## src/hdl/dda_pkg.sv

```systemverilog
// Package for the DDA line rasterizer: widths, transaction structs,
// controller states and the command/status bundles between the units.
// Depends on nothing; every other file imports it.
package dda_pkg;

    // Coordinate and fixed point widths.
    localparam int COORD_BITS = 10;
    localparam int FRAC_BITS  = 16;

    // Major axis position, minor accumulator and slope widths.
    localparam int POS_W = COORD_BITS + 1;
    localparam int ACC_W = COORD_BITS + FRAC_BITS + 2;

    // Slope divider: dividend and quotient width, step counter width.
    localparam int DIV_W = COORD_BITS + FRAC_BITS;
    localparam int CNT_W = $clog2(DIV_W + 1);

    // Transaction kinds on the input channel.
    localparam logic KIND_LOAD = 1'b0;
    localparam logic KIND_NEXT = 1'b1;

    // Input transaction.
    typedef struct packed {
        logic                  kind;
        logic [COORD_BITS-1:0] x_start;
        logic [COORD_BITS-1:0] y_start;
        logic [COORD_BITS-1:0] x_end;
        logic [COORD_BITS-1:0] y_end;
    } t_in_item;

    // Output transaction.
    typedef struct packed {
        logic [COORD_BITS-1:0] point_x;
        logic [COORD_BITS-1:0] point_y;
        logic                  point_valid;
        logic                  last_point;
    } t_out_item;

    // Controller states.
    typedef enum logic {
        S_IDLE,
        S_DIVIDE
    } t_state;

    // Commands from the controller to the datapath.
    typedef struct packed {
        logic load;
        logic step;
        logic div_step;
    } t_dp_cmd;

    // Status from the datapath to the controller.
    typedef struct packed {
        logic load_needs_div;
        logic div_last;
    } t_dp_status;

endpackage

```

## src/hdl/dda_ctrl.sv

```systemverilog
// Controller for the DDA line rasterizer: handshakes and divide sequencing.
// Depends on dda_pkg.
module dda_ctrl
    import dda_pkg::*;
(
    input  logic       i_clk,
    input  logic       i_rst_n,
    input  logic       i_valid,
    input  logic       i_kind,
    output logic       o_ready,
    output logic       o_valid,
    input  logic       i_ready,
    input  t_dp_status i_status,
    output t_dp_cmd    o_cmd
);

    t_state r_state;
    t_state n_state;
    logic   r_out_valid;
    logic   n_out_valid;
    logic   w_fire;

    // Input is taken when idle and the output register is free or draining.
    assign o_ready = (r_state == S_IDLE) && (!r_out_valid || i_ready);
    assign w_fire  = i_valid && o_ready;
    assign o_valid = r_out_valid;

    // Next state.
    always_comb begin
        n_state = r_state;
        case (r_state)
            S_IDLE: begin
                if (w_fire && (i_kind == KIND_LOAD) && i_status.load_needs_div) begin
                    n_state = S_DIVIDE;
                end
            end
            S_DIVIDE: begin
                if (i_status.div_last) begin
                    n_state = S_IDLE;
                end
            end
            default: begin
                n_state = S_IDLE;
            end
        endcase
    end

    // Commands to the datapath.
    always_comb begin
        o_cmd = '0;
        case (r_state)
            S_IDLE: begin
                o_cmd.load = w_fire && (i_kind == KIND_LOAD);
                o_cmd.step = w_fire && (i_kind == KIND_NEXT);
            end
            S_DIVIDE: begin
                o_cmd.div_step = 1'b1;
            end
            default: begin
                o_cmd = '0;
            end
        endcase
    end

    // Output register occupancy.
    always_comb begin
        n_out_valid = r_out_valid;
        if (w_fire && (i_kind == KIND_NEXT)) begin
            n_out_valid = 1'b1;
        end else if (i_ready) begin
            n_out_valid = 1'b0;
        end
    end

    always_ff @(posedge i_clk) begin
        if (!i_rst_n) begin
            r_state     <= S_IDLE;
            r_out_valid <= 1'b0;
        end else begin
            r_state     <= n_state;
            r_out_valid <= n_out_valid;
        end
    end

endmodule

```

## src/hdl/dda_datapath.sv

```systemverilog
// Datapath for the DDA line rasterizer: line setup, restoring slope divider,
// major/minor stepping and the output register.
// Depends on dda_pkg.
module dda_datapath
    import dda_pkg::*;
(
    input  logic       i_clk,
    input  logic       i_rst_n,
    input  t_in_item   i_item,
    input  t_dp_cmd    i_cmd,
    output t_dp_status o_status,
    output t_out_item  o_item
);

    // Line state.
    logic                    r_active;
    logic                    r_step_on_y;
    logic [POS_W-1:0]        r_pos;
    logic [POS_W-1:0]        r_limit;
    logic signed [ACC_W-1:0] r_acc;
    logic signed [ACC_W-1:0] r_slope;

    // Divider state.
    logic [COORD_BITS-1:0]   r_rem;
    logic [DIV_W-1:0]        r_quo;
    logic [COORD_BITS-1:0]   r_den;
    logic                    r_neg;
    logic [CNT_W-1:0]        r_cnt;

    t_out_item               r_out;

    // Setup signals.
    logic signed [POS_W-1:0] w_dx;
    logic signed [POS_W-1:0] w_dy;
    logic                    w_vert;
    logic                    w_horz;
    logic                    w_step_on_y;
    logic [POS_W-1:0]        w_start;
    logic [POS_W-1:0]        w_end;
    logic [COORD_BITS-1:0]   w_minor0;
    logic signed [POS_W-1:0] w_num;
    logic signed [POS_W-1:0] w_den;
    logic [COORD_BITS-1:0]   w_num_abs;
    logic [COORD_BITS-1:0]   w_den_abs;

    // Divider step signals.
    logic [COORD_BITS:0]     w_trial;
    logic [COORD_BITS-1:0]   w_diff;
    logic                    w_ge;
    logic [COORD_BITS-1:0]   n_rem;
    logic [DIV_W-1:0]        n_quo;
    logic [ACC_W-1:0]        w_slope_mag;
    logic [ACC_W-1:0]        n_slope;

    // Step signals.
    logic                    w_emit;
    logic                    w_last;
    logic [COORD_BITS-1:0]   w_minor;
    logic [COORD_BITS-1:0]   w_major;

    // Endpoint differences and case selection for a load.
    assign w_dx = $signed({1'b0, i_item.x_end}) - $signed({1'b0, i_item.x_start});
    assign w_dy = $signed({1'b0, i_item.y_end}) - $signed({1'b0, i_item.y_start});
    assign w_vert = (w_dx == '0);
    assign w_horz = (w_dy == '0);
    assign w_step_on_y = w_vert || (!w_horz && !(w_dy <= w_dx));

    assign w_start  = w_step_on_y ? {1'b0, i_item.y_start} : {1'b0, i_item.x_start};
    assign w_end    = w_step_on_y ? {1'b0, i_item.y_end} : {1'b0, i_item.x_end};
    assign w_minor0 = w_step_on_y ? i_item.x_start : i_item.y_start;

    // Slope operands as magnitudes; the sign is applied after the divide.
    assign w_num     = w_step_on_y ? w_dx : w_dy;
    assign w_den     = w_step_on_y ? w_dy : w_dx;
    assign w_num_abs = w_num[POS_W-1] ? COORD_BITS'(-w_num) : COORD_BITS'(w_num);
    assign w_den_abs = w_den[POS_W-1] ? COORD_BITS'(-w_den) : COORD_BITS'(w_den);

    assign o_status.load_needs_div = !w_vert && !w_horz;
    assign o_status.div_last       = (r_cnt == CNT_W'(1));

    // One restoring division step: one quotient bit per cycle.
    assign w_trial = {r_rem, r_quo[DIV_W-1]};
    assign w_diff  = COORD_BITS'(w_trial - {1'b0, r_den});
    assign w_ge    = (w_trial >= {1'b0, r_den});
    assign n_rem   = w_ge ? w_diff : w_trial[COORD_BITS-1:0];
    assign n_quo   = {r_quo[DIV_W-2:0], w_ge};

    // Truncation toward zero: divide magnitudes, then restore the sign.
    assign w_slope_mag = {2'b00, n_quo};
    assign n_slope     = r_neg ? (~w_slope_mag + ACC_W'(1)) : w_slope_mag;

    // Pixel for a next request.
    assign w_emit  = r_active && (r_pos <= r_limit);
    assign w_last  = (r_pos == r_limit);
    assign w_minor = r_acc[ACC_W-1] ? '0 : r_acc[FRAC_BITS +: COORD_BITS];
    assign w_major = r_pos[COORD_BITS-1:0];

    // Line activity flag.
    always_ff @(posedge i_clk) begin
        if (!i_rst_n) begin
            r_active <= 1'b0;
        end else if (i_cmd.load) begin
            r_active <= (w_end >= w_start);
        end else if (i_cmd.step) begin
            r_active <= w_emit && !w_last;
        end
    end

    // Line geometry, accumulator and slope.
    always_ff @(posedge i_clk) begin
        if (!i_rst_n) begin
            r_step_on_y <= 1'b0;
            r_pos       <= '0;
            r_limit     <= '0;
            r_acc       <= '0;
            r_slope     <= '0;
        end else if (i_cmd.load) begin
            r_step_on_y <= w_step_on_y;
            r_pos       <= w_start;
            r_limit     <= w_end;
            r_acc       <= $signed({2'b00, w_minor0, {FRAC_BITS{1'b0}}});
            r_slope     <= '0;
        end else if (i_cmd.div_step && o_status.div_last) begin
            r_slope <= $signed(n_slope);
        end else if (i_cmd.step && w_emit && !w_last) begin
            r_pos <= r_pos + POS_W'(1);
            r_acc <= r_acc + r_slope;
        end
    end

    // Divider registers.
    always_ff @(posedge i_clk) begin
        if (!i_rst_n) begin
            r_cnt <= '0;
        end else if (i_cmd.load) begin
            r_cnt <= CNT_W'(DIV_W);
        end else if (i_cmd.div_step) begin
            r_cnt <= r_cnt - CNT_W'(1);
        end
    end

    always_ff @(posedge i_clk) begin
        if (i_cmd.load) begin
            r_rem <= '0;
            r_quo <= {w_num_abs, {FRAC_BITS{1'b0}}};
            r_den <= w_den_abs;
            r_neg <= w_num[POS_W-1];
        end else if (i_cmd.div_step) begin
            r_rem <= n_rem;
            r_quo <= n_quo;
        end
    end

    // Output register, loaded on every next request.
    always_ff @(posedge i_clk) begin
        if (i_cmd.step) begin
            if (w_emit) begin
                r_out.point_x     <= r_step_on_y ? w_minor : w_major;
                r_out.point_y     <= r_step_on_y ? w_major : w_minor;
                r_out.point_valid <= 1'b1;
                r_out.last_point  <= w_last;
            end else begin
                r_out.point_x     <= '0;
                r_out.point_y     <= '0;
                r_out.point_valid <= 1'b0;
                r_out.last_point  <= 1'b1;
            end
        end
    end

    assign o_item = r_out;

endmodule

```

## src/hdl/dda_line_rasterizer_unit.sv

```systemverilog
// Top level of the DDA line rasterizer: joins the controller and datapath.
// Depends on dda_pkg, dda_ctrl and dda_datapath.
//
// A load transaction (kind 0) latches two endpoints and produces no output;
// a next transaction (kind 1) produces one point per transaction, with
// last_point set on the final pixel and point_valid low once no pixel is
// left. Next transactions are taken one per cycle while the unit is idle
// and the output is accepted; their results sit in an output register, so
// a new transaction is taken while the previous point drains. A load of a
// vertical or horizontal line needs no divide. For a load of a sloped line
// the slope comes from a restoring divider that produces one quotient bit
// per cycle, and no transaction is taken until it finishes.
// Lines whose stepped coordinate decreases load as empty.
module dda_line_rasterizer_unit
    import dda_pkg::*;
(
    input  logic      i_clk,
    input  logic      i_rst_n,
    input  logic      i_valid,
    output logic      o_ready,
    input  t_in_item  i_item,
    output logic      o_valid,
    input  logic      i_ready,
    output t_out_item o_item
);

    t_dp_cmd    w_cmd;
    t_dp_status w_status;

    // Handshake and sequencing control.
    dda_ctrl u_ctrl (
        .i_clk    (i_clk),
        .i_rst_n  (i_rst_n),
        .i_valid  (i_valid),
        .i_kind   (i_item.kind),
        .o_ready  (o_ready),
        .o_valid  (o_valid),
        .i_ready  (i_ready),
        .i_status (w_status),
        .o_cmd    (w_cmd)
    );

    // Line state, divider and output register.
    dda_datapath u_datapath (
        .i_clk    (i_clk),
        .i_rst_n  (i_rst_n),
        .i_item   (i_item),
        .i_cmd    (w_cmd),
        .o_status (w_status),
        .o_item   (o_item)
    );

endmodule
```

## config.mk

```make
export PLATFORM = sky130hd
export DESIGN_NAME = dda_line_rasterizer_unit
export DESIGN_NICKNAME = d
export VERILOG_FILES = /design/src/hdl/dda_pkg.sv /design/src/hdl/dda_ctrl.sv /design/src/hdl/dda_datapath.sv /design/src/hdl/dda_line_rasterizer_unit.sv
export SDC_FILE = /design/constraint.sdc
export NUM_CORES = 1
export LEC_CHECK = 0
export ABC_AREA = 1
export BUFFER_PORTS_ARGS = -buffer_cell sky130_fd_sc_hd__buf_4
export CAP_MARGIN = 20
export CORE_ASPECT_RATIO = 1.25
export CORE_MARGIN = 8
export CORE_UTILIZATION = 30
export CTS_CLUSTER_DIAMETER = 150
export DETAILED_ROUTE_END_ITERATION = 10
export SYNTH_ARGS = -nofsm -noshare
export SYNTH_HDL_FRONTEND = slang
export SYNTH_HIERARCHICAL = 1
export SYNTH_SLANG_ARGS = --single-unit
```

## constraint.sdc

```tcl
create_clock -name i_clk -period 6 [get_ports i_clk]
set_clock_uncertainty 0.1 [all_clocks]
set_input_delay 1.2 -clock i_clk [delete_from_list [all_inputs] [get_ports i_clk]]
set_output_delay 1.2 -clock i_clk [all_outputs]
set_load 0.1 [all_outputs]
```

Yosys cells after proc, flatten, opt, wreduce, memory -nomap -nowiden
Cells that the tools add are included.
{ "totals": {"regBits": 156, "in_bits": 45, "out_inout_bits": 24, "elab_cells": 101} }
{ "op_classes": {"add_sub_neg": 9, "n_lt_le_gt_ge": 4, "n_eq_ne": 3, "muxes": 32, "bitwise_logic": 5, "reduce_logical": 28} }
{ "op_table": {"columns": ["op", "count"], "rows": [
  ["26-bit two-way mux", 5],
  ["10-bit two-way mux", 9],
  ["11-bit two-way mux", 5],
  ["28-bit by 1-bit adder with 28-bit output (second input constant)", 1],
  ["28-bit adder", 1],
  ["28-bit two-way mux", 1],
  ["26-bit NOT with 28-bit output", 1],
  ["11-bit less-or-equal comparator", 2],
  ["11-bit zero test", 2],
  ["10-bit by 10-bit subtractor with 11-bit output", 2],
  ["10-bit negator", 2],
  ["1-bit logical AND", 12],
  ["11-bit by 1-bit adder with 11-bit output (second input constant)", 1],
  ["11-bit == test", 1],
  ["11-bit by 10-bit >= comparator with 1-bit output", 1],
  ["11-bit >= comparator", 1],
  ["5-bit two-way mux", 2],
  ["10-bit subtractor", 1],
  ["2-bit nonzero test", 4],
  ["1-bit two-way mux", 7],
  ["5-bit by 1-bit == test with 1-bit output (second input constant)", 1],
  ["1-bit zero test", 5],
  ["5-bit by 1-bit subtractor with 5-bit output (second input constant)", 1],
  ["2-bit two-way mux", 2],
  ["6 further kinds", 11]
]} }

Longest topological paths before layout
Gate-level depths: netlist (run 1).
{ "depth": {"ltp_word": 11, "ltp_mapped": 41, "mapped_depth_nobuf": 39} }

Cells and area by module
Netlist (run 1), hierarchy kept.
{ "modules_own_cells": {"columns": ["mod", "n_inst", "cells_per_inst", "area_each_um2", "seq_area_each_um2"], "rows": [
  ["dda_datapath", 1, 1560, 11080.6, 3493.4],
  ["dda_ctrl", 1, 16, 116.4, 40.0]
]} }

Worst setup path after synthesis (run 1)
Ideal clock, no wire load.
{ "synth_path": {"path_kind": "input to register", "startpoint": "input i_item[10] (netlist name)", "endpoint": "register u_datapath.r_active", "setup_ps": 132, "t_arrival_ps": 5878, "t_required_ps": 5768, "slack_ps": -111, "path_stages": 40, "n_path_buf": 4, "path_cell_list": "inv_1 -> ha_1 -> fa_1 -> inv_1 -> nand3_1 -> nand2_1 -> nand2_1 -> nand2_1 -> a21oi_1 -> xnor2_1 -> inv_1 -> ha_1 -> nand2_1 -> nor2_1 -> nand2_1 -> nand3_1 -> nand4_1 -> nand2_1 -> [... 4 more ...] -> buf_12 -> buf_4 -> buf_2 -> o21ai_0 -> inv_1 -> ha_1 -> o21a_1 -> o21a_1 -> o21a_1 -> o21a_1 -> o21ai_0 -> nand2_1 -> nand2_1 -> nand2_1 -> a21oi_1 -> o21ai_0 -> o21ai_0 -> a21oi_1"} }
{ "synth_via": {"elab_chain_cells": 8, "elab_cells_between_ends": 10, "classes_between": "add/sub (1); order compare (2); mux (3); reduce/logical (4)"} }
{ "synth_lines": {"columns": ["item", "line", "text"], "rows": [
  ["start, declared", "dda_line_rasterizer_unit.sv:21", "input t_in_item i_item,"],
  ["10-bit by 10-bit subtractor with 11-bit output (*)", "dda_datapath.sv:62", "assign w_dx = $signed({1'b0, i_item.x_end}) - $signed({1'b0, i_item.x_start});"],
  ["11-bit less-or-equal comparator", "dda_datapath.sv:66", "assign w_step_on_y = w_vert || (!w_horz && !(w_dy <= w_dx));"],
  ["1-bit zero test", "dda_datapath.sv:66", null],
  ["1-bit logical AND", "dda_datapath.sv:66", null],
  ["1-bit logical OR (*)", "dda_datapath.sv:66", null],
  ["10-bit two-way mux (*)", "dda_datapath.sv:69", "assign w_end = w_step_on_y ? {1'b0, i_item.y_end} : {1'b0, i_item.x_end};"],
  ["via u_datapath.w_end[1]", "dda_datapath.sv:39", "logic [POS_W-1:0] w_end;"],
  ["11-bit >= comparator (*)", "dda_datapath.sv:103", "r_active <= (w_end >= w_start);"],
  ["1-bit two-way mux (*)", "dda_datapath.sv:102", "end else if (i_cmd.load) begin"],
  ["end signal, assigned", "dda_datapath.sv:103", null],
  ["end signal, assigned", "dda_datapath.sv:105", "r_active <= w_emit && !w_last;"],
  ["end, declared", "dda_datapath.sv:16", "logic r_active;"]
]} }
The timed path passes the listed nets; every way through them passes the cells marked *.
A chain may end at the register's enable or synchronous reset.

Final worst setup path (run 1)
{ "layout_path": {"startpoint": "input i_item[10] (netlist name)", "endpoint": "register u_datapath.r_active"} }
{ "layout_via": {"elab_chain_cells": 8, "elab_cells_between_ends": 10, "classes_between": "add/sub (1); order compare (2); mux (3); reduce/logical (4)"} }
{ "layout_lines": {"columns": ["item", "line"], "rows": [
  ["10-bit by 10-bit subtractor with 11-bit output", "dda_datapath.sv:62"],
  ["11-bit less-or-equal comparator", "dda_datapath.sv:66"],
  ["1-bit zero test", "dda_datapath.sv:66"],
  ["1-bit logical AND", "dda_datapath.sv:66"],
  ["1-bit logical OR", "dda_datapath.sv:66"],
  ["10-bit two-way mux, on equally long branches", "dda_datapath.sv:69, dda_datapath.sv:68"],
  ["11-bit >= comparator (*)", "dda_datapath.sv:103"],
  ["1-bit two-way mux (*)", "dda_datapath.sv:102"]
]} }
Every way passes the cells marked *; elsewhere a longest branch is shown, timed or not.

==> results of run 1 <==
[final cells by class]
type	instances	area share (%)
clock buffers	19	3.395
flip-flops and latches	155	26.86
inverters	227	6.476
clock inverters	13	1.255
multi-input cells	1144	50.28
well taps	486	4.622
repair buffers	122	7.114
[through the flow]
step                      setup slack, ns  instance area, um^2
after global placement            -0.1197                12480
after global routing            -0.003111                13160
after CTS                          0.2655                13100
after floorplan                  0.003481                11210
final                              0.3105                13160
after detailed placement          -0.1859                12480
[path summary, 6_finish.rpt]
kind | start | to
max | i_item[10] | u_datapath/r_active$_SDFFE_PN0P_
min | u_datapath/r_slope[26]$_SDFFE_PP0P_ | u_datapath/r_slope[26]$_SDFFE_PP0P_
max reg2reg | u_datapath/r_den[4]$_DFFE_PP_ | u_datapath/r_slope[24]$_SDFFE_PP0P_
min reg2reg | u_datapath/r_slope[26]$_SDFFE_PP0P_ | u_datapath/r_slope[26]$_SDFFE_PP0P_
[per-layer routing]
layer / vias to the layer above / GRT usage, % / share of wire [%]
met5: - / 0 / 0
met4: 0 / 5.797 / 2.7
met3: 48 / 1.788 / 3.4
met2: 224 / 25.98 / 49
met1: 4796 / 17.80 / 45
li1: 5460 / - / -
[cells by family after synthesis]
group           share of synthesized area [%]
flops                                   31.56
compound gates                          19.94
fa+ha+maj                               11.11
simple gates                            22.93
buf+inv                                 9.722
xor+xnor                                4.749
[sequential cells by signal, indices dropped and copies added (netlist names)]
name and cells:
u_datapath/r_neg 1, u_datapath/r_slope 28, u_datapath/r_den 10, u_ctrl/r_state 1, u_datapath/r_limit 10, u_ctrl/o_valid 1, u_datapath/r_pos 11, u_datapath/r_rem 10
u_datapath/o_item 22, u_datapath/r_active 1, u_datapath/r_acc 28, u_datapath/r_cnt 5, u_datapath/r_quo 26, u_datapath/r_step_on_y 1
[what timing repair did]
| action | in CTS | in global routing |
|---|---|---|
| setup endpoints to repair | 0 | 2 |
| resized for setup | 0 | 3 |
| hold endpoints to repair | 0 | 0 |
| setup buffers | 0 | 2 |
[cells in the final DEF (no fill, tap or decap), drive strengths merged, types with 7 or more instances in the layout]
| cell type | count |
|---|---|
| nand3 | 75 |
| nor2 | 135 |
| o21a | 9 |
| nand2 | 351 |
| nand3b | 7 |
| edfxtp | 43 |
| buf | 122 |
| nand4 | 12 |
| a211oi | 30 |
| ha | 93 |
| xnor2 | 20 |
| a31oi | 10 |
| o21ai | 152 |
| inv | 227 |
| o22ai | 30 |
| clkbuf | 19 |
| clkinv | 8 |
| nor3 | 16 |
| o211ai | 7 |
| o221ai | 13 |
| or2 | 8 |
| dfxtp | 112 |
| xor2 | 36 |
| a21oi | 109 |
[report_power, final]
part	switching [mW]	internal (mW)
sequential	0.0850	1.20
clock	0.458	0.674
combinational	1.24	0.687
[worst max-delay path, delay by kind of cell]
family	cells	cell delay, ns
and+or+nand+nor	16	1.44
xor gates and xnor gates	1	0.23
buffers and inverters	6	0.44
AOI/OAI and AO/OA	11	1.40
adders and majority gates	4	1.14
==> metrics.md, run 1 <==
| Metric | Value |
|---|---|
| Syn_nets | `1718` |
| Max rail drop VDD | `149.1 uV` |
| Final hold slack | `0.3734 ns` |
| Synthesis warning total | `6` |
| Pwr Total | `approximately 4.3 mW` |
| Die X | `188.8 um` |
| Num Clock Sinks | `155` |
| Worst r2r path cells | `19` |
| Drt pass-1 iters | `5` |
| Post-synth top flop | `dfxtp_1` |
| Share of layout cells above drive strength 1 | `around an eighth` |
| Top cells by area, synth | `dfxtp_1 (20%), edfxtp_1 (12%), nand2_1 (11%)` |
| Post-route DRC | `0` |
| FF/Latch Area | `between 3000 and 4000 um^2` |
| Hold buffer count at CTS | `0` |
| Crit Path Category | `input port to flop` |
| I/O pin count | `69` |
| Final Wtd Congestion | `0.9610` |
| Wirelength per Cell | `14.98 um` |
| Clock Latency Late Sink | `0.43 ns` |
| CP max stage cell | `fa_2` |
| Max Cap Viol | `0` |
| Detail Route Antenna Nets | `0` |
| Top post-synthesis cells by count | `nand2_1 (339), inv_1 (217), o21ai_0 (133), nor2_1 (131), dfxtp_1 (112)` |
| Synth Register Bits | `between 150 and 200` |
| Vias | `between 10000 and 15000` |
| Fin Setup TNS | `0 ns` |
| Asr flop ratio synth | `0%` |
| Max Freq | `175.8 MHz` |
| Via/cell ratio | `4.861` |
| Hpwl dp | `25840 um` |
| P&R area growth vs syn | `17.50%` |
| Final setup viols | `0` |
| Post-synth top area share | `roughly 20%` |
| Clock buffer depth | `2` |
| Clock slew at reported path FFs | `0.07 ns` |
| Die Area | `between 40000 and 50000 um^2` |
| R2r setup slk | `1.58 ns` |
| Fin. Hold Viols | `0` |
| PortBufs | `68` |
| Final Cycle Share | `94.82%` |
| Depth of the CTS H-tree | `4` |
| CTS buffer count | `17` |
| Global route overflow | `0` |
| Die Span Y | `232.0 um` |
| Initial antenna violation count | `0` |
| Mean Syn Cell Area | `7.105 um^2` |
| Final Critical Period | `approximately 5.7 ns` |
| HP Class | `flop to flop` |
| PwrDens | `330.2 nW/um^2` |
| ANT cells | `0` |
| Largest net degree at the start of global routing | `47` |
| Post-Syn Area | `11200 um^2` |
| Crit path top cell by count | `nand2_1` |
| Max-slew violations | `0` |
| CP Capture Type | `flop` |
| Leakage power | `6.143 nW` |
| Placed cells | `roughly 2100` |
| Count leader, synth | `nand2_1` |
| Max_slew headroom | `28.19%` |
| Overall Global Routing Usage | `14.66%` |
| Yosys top cell by area | `dfxtp_1` |
| Layout Nets | `about 1800` |
| Synth Instances | `1576` |
| Initial drt markers | `762` |
| Crit path max fanout | `3` |
| EDFF count, synth | `43` |
| Status | `finished clean` |
| Row count | `slightly below 80` |
| Slowest cell delay on critical path | `between 0.3 and 0.4 ns` |
| First-pass GRT wire length | `52260 um` |
| WP data required | `6.19 ns` |
| Clock Root Buffer | `clkbuf_16` |
| Layout Cells excl Fill | `2166` |
| WHS Path Cells | `2` |
| Utilization after layout | `35.49%` |
| Initial Util | `a little under a third` |
| Critical path data arrival time | `5.88 ns` |
| Core Region | `37070 um^2` |
| Worst-Margin Slew | `around 1.1 ns` |
| Via count of the first global-routing pass | `10130` |
| CTS tree | `yes` |
| Fill cells | `3901` |
| Detailed Route WL | `32450 um` |
| Seq/Total Area, Yosys | `31.56%` |
| Area of the multi-input gates | `between 6000 and 7000 um^2` |
| Count of cell types in the netlist | `52` |
| CP Launch Type | `input port` |
No activity file was read; power rests on OpenSTA's default activity.
==> run 2: changes to the inputs <==
PLACE_DENSITY_LB_ADDON = 0.05   (was not set)
==> run 2 against run 1 <==
Global-route usage rose by 1.6 points. Power fell by 2.2%. Sequential cell count did not move. Non-clock buffer count rose by 36. Worst setup slack improved by 0.11 ns. Critical endpoint unchanged. Highest routed layer unchanged.
==> metrics.md, run 2 (synthesis gave the netlist of run 1 again) <==
| Metric | Value |
|---|---|
| Initial drt markers | `475 (-38%)` |
| CP Launch Type | `input port` |
| Buffers plus inverters on the worst setup path | `6 (unchanged)` |
| CTS tree | `yes` |
| Placed cells | `2170 (+1.8%)` |
| Wirelength per Cell | `16.02 um (+6.9%)` |
| Clock Root Buffer | `clkbuf_16` |
| Die Span Y | `232.0 um (unchanged)` |
| Max rail drop VDD | `197.3 uV (+32%)` |
| Most frequent cells in the layout | `nand2_1 (337), inv_1 (217), buf_4 (157)` |
| Row count | `79 (unchanged)` |
| Pwr Total | `4.251 mW (-2.2%)` |
| Max Freq | `179.1 MHz (+1.9%)` |
| Fin Setup TNS | `0 ns (unchanged)` |
| Crit path max fanout | `3 (unchanged)` |
| Hpwl dp | `28530 um (+10%)` |
| Clk pwr share | `22.6% (-3.4 points)` |
| Fin. Hold Viols | `0 (unchanged)` |
| Reg2reg end | `u_datapath/r_slope[24]$_SDFFE_PP0P_` |
| Final hold slack | `0.3757 ns (+0.002291 ns)` |
| Slowest cell delay on critical path | `0.37 ns (+0.02 ns)` |
| Crit Path Category | `input port to flop` |
| Via count of the first global-routing pass | `10580 (+4.4%)` |
| CTS buffer count | `17 (unchanged)` |
| HP Class | `flop to flop` |
| Depth of the CTS H-tree | `4 (unchanged)` |
| PwrDens | `319.8 nW/um^2 (-3.2%)` |
| Core Region | `37070 um^2 (unchanged)` |
| Worst r2r path cells | `19 (unchanged)` |
| Num Clock Sinks | `155 (unchanged)` |
| Status | `finished clean` |
| Final setup viols | `0 (unchanged)` |
| HP Start | `u_datapath/r_pos[10]$_SDFFE_PN0P_` |
| Final Critical Period | `5.584 ns (-0.1058 ns)` |
| Layout Nets | `1845 (+2.0%)` |
| Final Cycle Share | `93.06% (-1.8 points)` |
| Layout Cells excl Fill | `2202 (+1.7%)` |
| Worst-Margin Slew | `0.9650 ns (-0.1082 ns)` |
| Initial Util | `30.21% (unchanged)` |
| Logic pwr share | `47.2% (+2.8 points)` |
| Switching power | `1.805 mW (+1.1%)` |
| Global route overflow | `0 (unchanged)` |
| P&R area growth vs syn | `18.73%` |
| Leakage power | `6.245 nW (+1.6%)` |
| Die X | `188.8 um (unchanged)` |
| PortBufs | `68 (unchanged)` |
| Max-slew violations | `0 (unchanged)` |
| Vias | `10550 (+0.16%)` |
| Post-route DRC | `0 (unchanged)` |
| Setup Buffers After CTS | `0 (unchanged)` |
| WP data required | `6.20 ns (about the same)` |
| Clock buffer depth | `2 (unchanged)` |
| Via/cell ratio | `4.789 (-1.5%)` |
| Clock Latency Late Sink | `0.44 ns (about the same)` |
| Crit path top cell by count | `nand2_1` |
| Worst R2R Start | `u_datapath/r_den[2]$_DFFE_PP_` |
| WHS Path Cells | `2 (unchanged)` |
| Worst hold endpoint | `u_datapath/r_pos[10]$_SDFFE_PN0P_` |
| Initial antenna violation count | `0 (unchanged)` |
| Top delay family on crit path | `simple AND/OR/NAND/NOR gates` |
| Overall Global Routing Usage | `16.25% (+1.6 points)` |
| Detail Route Antenna Nets | `0 (unchanged)` |
| Largest net degree at the start of global routing | `47 (unchanged)` |
| Switching part of the total | `42.45% (+1.4 points)` |
| Commonest non-fill, non-tap cell in the layout | `nand2_1` |
| Final Wtd Congestion | `0.8839 (-8.0%)` |
| ANT cells | `0 (unchanged)` |
| Cell Int Power | `2.446 mW (-4.4%)` |
| Critical path data arrival time | `5.78 ns (-0.10 ns)` |
| Die Area | `43800 um^2 (unchanged)` |
| Drt pass-1 iters | `5 (unchanged)` |
| Share of layout cells above drive strength 1 | `13.81% (+1.3 points)` |
| Regs by FF count | `u_datapath/r_acc: 28 flops, u_datapath/r_slope: 28 flops, u_datapath/r_quo: 26 flops` |
| Detailed Route WL | `35270 um (+8.7%)` |
| CP max stage cell | `fa_2` |
| Register share of total power | `30.2% (+0.6 points)` |
| RSZ-0062 raised after global routing | `no` |
| Max_slew headroom | `35.43% (+7.2 points)` |
| First-pass GRT wire length | `56590 um (+8.3%)` |
| Clock slew at reported path FFs | `0.06 ns (about the same)` |
| Utilization after layout | `35.87% (+0.37 points)` |
| I/O pin count | `69 (unchanged)` |
| CP Capture Type | `flop` |
| R2r setup slk | `1.75 ns (+0.17 ns)` |
| Max Cap Viol | `0 (unchanged)` |
run 2: worst max path at each step:
stage                     startpoint  cells after the start  slack (ns)                                to
after global routing      i_item[10]                     38       0.002  u_datapath/r_active$_SDFFE_PN0P_
final                     i_item[10]                     38        0.42  u_datapath/r_active$_SDFFE_PN0P_
after global placement    i_item[10]                     39       -0.11  u_datapath/r_active$_SDFFE_PN0P_
after CTS                 i_item[10]                     36        0.26  u_datapath/r_active$_SDFFE_PN0P_
after floorplan           i_item[10]                     41       0.003  u_datapath/r_active$_SDFFE_PN0P_
after detailed placement  i_item[10]                     36       -0.18  u_datapath/r_active$_SDFFE_PN0P_
run 2: power by group through the flow:
stage | clock [mW] | sequential, mW | combinational [mW]
floorplan | 0 | 1.32 | 1.38
detailed placement | 0 | 1.31 | 2.02
CTS | 0.999 | 1.29 | 2.03
finish | 0.961 | 1.28 | 2.01
global route | 1.04 | 1.30 | 2.30
global placement | 0 | 1.31 | 2.01
run 2: tightest hold or removal path, delay by kind of cell (launching register included):
family	cells	cell delay, ns
compound gates	1	0.06
flops	1	0.31
buf+inv	1	0.06
run 2: final cells by class:
cell class              count  area (um^2)
multi-input cells        1144         6614
clock buffers              21        440.4
inverters                 227        852.1
well taps                 486        608.1
repair buffers            158         1190
clock inverters            11        56.30
fillers                  4090        23770
flip-flops and latches    155         3533
run 2: what timing repair did:
item / in CTS / in global routing
endpoints found under the setup margin: 0 / 1
resized for setup: 0 / 8
hold buffers: 0 / 0
run 2: layer usage:
layer | wire length [um] | global-route usage, % | part of all wire (%)
met1 | 16170 | 19.61 | 46
met2 | 17560 | 29.10 | 50
met3 | 910 | 2.644 | 2.6
met5 | 0 | 0 | 0
met4 | 626 | 4.966 | 1.8
run 2: through the flow:
stage,cell area (um^2),setup WS (ns)
4_1_cts,13280,0.2612
2_1_floorplan,11210,0.003481
6_report,13290,0.4164
3_5_place_dp,12780,-0.1801
5_1_grt,13290,0.001858
3_3_place_gp,12780,-0.1076
==> run 3: changes to the inputs <==
SYNTH_HIERARCHICAL = not set   (was 1)
==> run 3 against run 2 <==
Synthesized cell count rose by 3.0%. Clock power rose by 10%. Register-to-register slack barely moved. Critical path type unchanged. Critical endpoint is now u_datapath.r_active$_SDFFE_PN0P_.
==> metrics.md, run 3 <==
| Metric | Value |
|---|---|
| Asr flop ratio synth | `0% (unchanged)` |
| Post-synth top flop | `dfxtp_1` |
| P&R area growth vs syn | `14.52%` |
| Commonest non-fill, non-tap cell in the layout | `nand2_1` |
| Top cells by area, synth | `dfxtp_1 (20%), nand2_1 (12%), edfxtp_1 (11%)` |
| Core Region | `37260 um^2 (+0.53%)` |
| Top post-synthesis cells by count | `nand2_1 (373), inv_1 (226), nor2_1 (141), o21ai_0 (118), a21oi_1 (116)` |
| Area of the multi-input gates | `6689 um^2 (+1.1%)` |
| Die Area | `44370 um^2 (+1.3%)` |
| Critical path data arrival time | `5.67 ns (-0.11 ns)` |
| CP Capture Type | `flop` |
| Max-slew violations | `0 (unchanged)` |
| Leakage power | `6.047 nW (-3.2%)` |
| Max Cap Viol | `0 (unchanged)` |
| Final hold slack | `0.3668 ns (-0.008839 ns)` |
| Dpl cell area | `12440 um^2 (-2.7%)` |
| Final Cycle Share | `91.02% (-2.0 points)` |
| WP data required | `6.21 ns (about the same)` |
| Hpwl dp | `27980 um (-1.9%)` |
| Post-Syn Area | `11360 um^2 (+1.4%)` |
| Synth Register Bits | `155 (unchanged)` |
| Setup Buffers After CTS | `0 (unchanged)` |
| Post-route DRC | `0 (unchanged)` |
| Utilization after layout | `34.90% (-0.97 points)` |
| First-pass GRT wire length | `55610 um (-1.7%)` |
| CTS tree | `yes` |
| Pwr Total | `4.161 mW (-2.1%)` |
| RSZ-0062 raised after global routing | `no` |
| Regs by FF count | `u_datapath.r_acc: 28 flops, u_datapath.r_slope: 28 flops, u_datapath.r_quo: 26 flops` |
| Layout Nets | `1823 (-1.2%)` |
| Yosys top cell by area | `dfxtp_1` |
| Clock slew at reported path FFs | `0.06 ns (about the same)` |
| Vias | `10510 (-0.29%)` |
| R2r setup slk | `1.76 ns (about the same)` |
| CTS buffer count | `17 (unchanged)` |
| CP max stage cell | `fa_1` |
| Crit path max fanout | `3 (unchanged)` |
| Final worst slack | `0.5391 ns (+0.1227 ns)` |
| Crit path top cell by count | `nand2_1` |
| FF/Latch Area | `3533 um^2 (unchanged)` |
| Max_slew headroom | `44.64% (+9.2 points)` |
| Worst-Margin Slew | `0.8294 ns (-0.1355 ns)` |
| Final Wtd Congestion | `0.8706 (-1.5%)` |
| Via/cell ratio | `4.821 (+0.67%)` |
| Initial Util | `30.47% (+0.27 points)` |
| Fill cells | `4027 (-1.5%)` |
| Slowest cell delay on critical path | `0.41 ns (+0.04 ns)` |
| Placement Setup Slack | `-0.01058 ns (+0.1695 ns)` |
| Post-synth top area share | `19.74% (-0.28 points)` |
| Overall Global Routing Usage | `15.96% (-0.29 points)` |
| Crit Path Category | `input port to flop` |
| HP Start | `u_datapath.r_acc[5]$_SDFFE_PP0P_` |
| Max rail drop VDD | `198.2 uV (+0.50%)` |
| Most frequent cells in the layout | `nand2_1 (373), inv_1 (226), nor2_1 (139)` |
| Seq/Total Area, Yosys | `31.12% (-0.44 points)` |
| Count of cell types in the netlist | `61 (+17%)` |
| Synthesis warning total | `0 (-6)` |
| ANT cells | `0 (unchanged)` |
| Clock Latency Late Sink | `0.45 ns (about the same)` |
| EDFF count, synth | `43 (unchanged)` |
| Count leader, synth | `nand2_1` |
| Die Span Y | `233.5 um (+0.66%)` |
| Worst r2r path cells | `17 (-2)` |
| Post-route cell area | `13010 um^2 (-2.2%)` |
| Mean Syn Cell Area | `6.997 um^2 (-1.5%)` |
| CP Launch Type | `input port` |
| Share of layout cells above drive strength 1 | `11.27% (-2.5 points)` |
| Worst R2R Start | `u_datapath.r_pos[0]$_SDFFE_PN0P_` |
| Syn_nets | `1764 (+2.7%)` |
| Drt pass-1 iters | `4 (-1)` |
| Wirelength per Cell | `16.04 um (+0.12%)` |
| Final Critical Period | `5.461 ns (-0.1227 ns)` |
| Detailed Route WL | `34980 um (-0.84%)` |
| Initial drt markers | `433 (-8.8%)` |
| HP Class | `flop to flop` |
| Status | `finished clean` |
| Final setup viols | `0 (unchanged)` |
| Num Clock Sinks | `155 (unchanged)` |
| Depth of the CTS H-tree | `4 (unchanged)` |
| Clock buffer depth | `2 (unchanged)` |
| I/O pin count | `69 (unchanged)` |
| Max Freq | `183.1 MHz (+2.2%)` |
| Largest net degree at the start of global routing | `48 (+2.1%)` |
| Clock Root Buffer | `clkbuf_16` |
| Global route overflow | `0 (unchanged)` |
| Detail Route Antenna Nets | `0 (unchanged)` |
| PortBufs | `68 (unchanged)` |
| Worst hold endpoint | `u_datapath.r_acc[5]$_SDFFE_PP0P_` |
| WHS Path Cells | `2 (unchanged)` |
| Synth Instances | `1623 (+3.0%)` |
| Reg2reg end | `u_datapath.r_pos[7]$_SDFFE_PN0P_` |
| Initial antenna violation count | `0 (unchanged)` |
| Die X | `190.0 um (+0.65%)` |
| Fin. Hold Viols | `0 (unchanged)` |
| Via count of the first global-routing pass | `10240 (-3.2%)` |
| Row count | `79 (unchanged)` |
| PwrDens | `320.0 nW/um^2 (about the same)` |
==> run 3: changes by cell type after synthesis, moves of 6 or more <==
cell     before  now
a21oi_1     104  116
a22oi_1       0    7
a31oi_1      10   20
inv_1       217  226
nand2_1     339  373
nor2_1      131  141
nor3_1       16   22
o21a_1        9    3
o21ai_0     133  118
o22ai_1      30   10
xor2_1       34   20
==> run 3: worst max-delay path, delay by kind of cell <==
family	cells	cell delay [ns]
AO/OA/AOI/OAI	6	0.78
adder cells (fa/ha/maj)	4	1.24
XOR/XNOR	1	0.20
AND/OR/NAND/NOR	21	1.84
buffers and inverters	7	0.41
==> run 3: area by class of cell <==
class	instances	share of cell area, %
multi-input combinational	1178	51.43
sequential	155	27.17
inverter	236	6.812
timing repair buffer	94	5.551
tap	486	4.676
clock buffer	17	3.271
clock inverter	15	1.087
==> run 3: worst max path at each step <==
stage          slack (ns)                          endpoint  cells past startpoint        from
3_3_place_gp         0.04  u_datapath.r_active$_SDFFE_PN0P_                     34  i_item[10]
2_1_floorplan        0.30  u_datapath.r_active$_SDFFE_PN0P_                     38  i_item[10]
5_1_grt              0.02  u_datapath.r_active$_SDFFE_PN0P_                     39  i_item[10]
3_5_place_dp        -0.01  u_datapath.r_active$_SDFFE_PN0P_                     34  i_item[10]
4_1_cts              0.46  u_datapath.r_active$_SDFFE_PN0P_                     34  i_item[10]
6_report             0.54  u_datapath.r_active$_SDFFE_PN0P_                     39  i_item[10]
==> run 3: per-stage QoR <==
| stage | instances | setup TNS (ns) |
|---|---|---|
| final | 2181 | 0 |
| after detailed placement | 2149 | -0.01058 |
| after CTS | 2181 | 0 |
| after floorplan | 1623 | 0 |
| after global routing | 2181 | 0 |
| after global placement | 2148 | 0 |
==> run 3: power by group <==
group	switching (mW)	internal (mW)
clock network	0.487	0.578
registers	0.0840	1.20
logic	1.20	0.613
total	1.77	2.39
==> run 3: cells by family after synthesis <==
group | Yosys count | synth area share [%]
adder cells (fa/ha/maj) | 96 | 10.84
AO/OA/AOI/OAI | 371 | 19.30
XOR/XNOR | 43 | 3.581
flip-flops | 155 | 31.12
AND/OR/NAND/NOR | 668 | 25.02
buffers and inverters | 290 | 10.14
==> run 3: repair_timing <==
action | in CTS | in global routing
hold buffers | 0 | 0
gates resized for setup | 0 | 2
setup endpoints to repair | 0 | 1
==> run 3: per-layer routing <==
metal  wire length [um]  vias to the layer above  GRT usage [%]
li1                   -                     5555              -
met1              16480                     4786          20.17
met2              16830                      132          27.17
met3                823                       41          2.074
met4                850                        0          6.213
met5                  0                        -              0
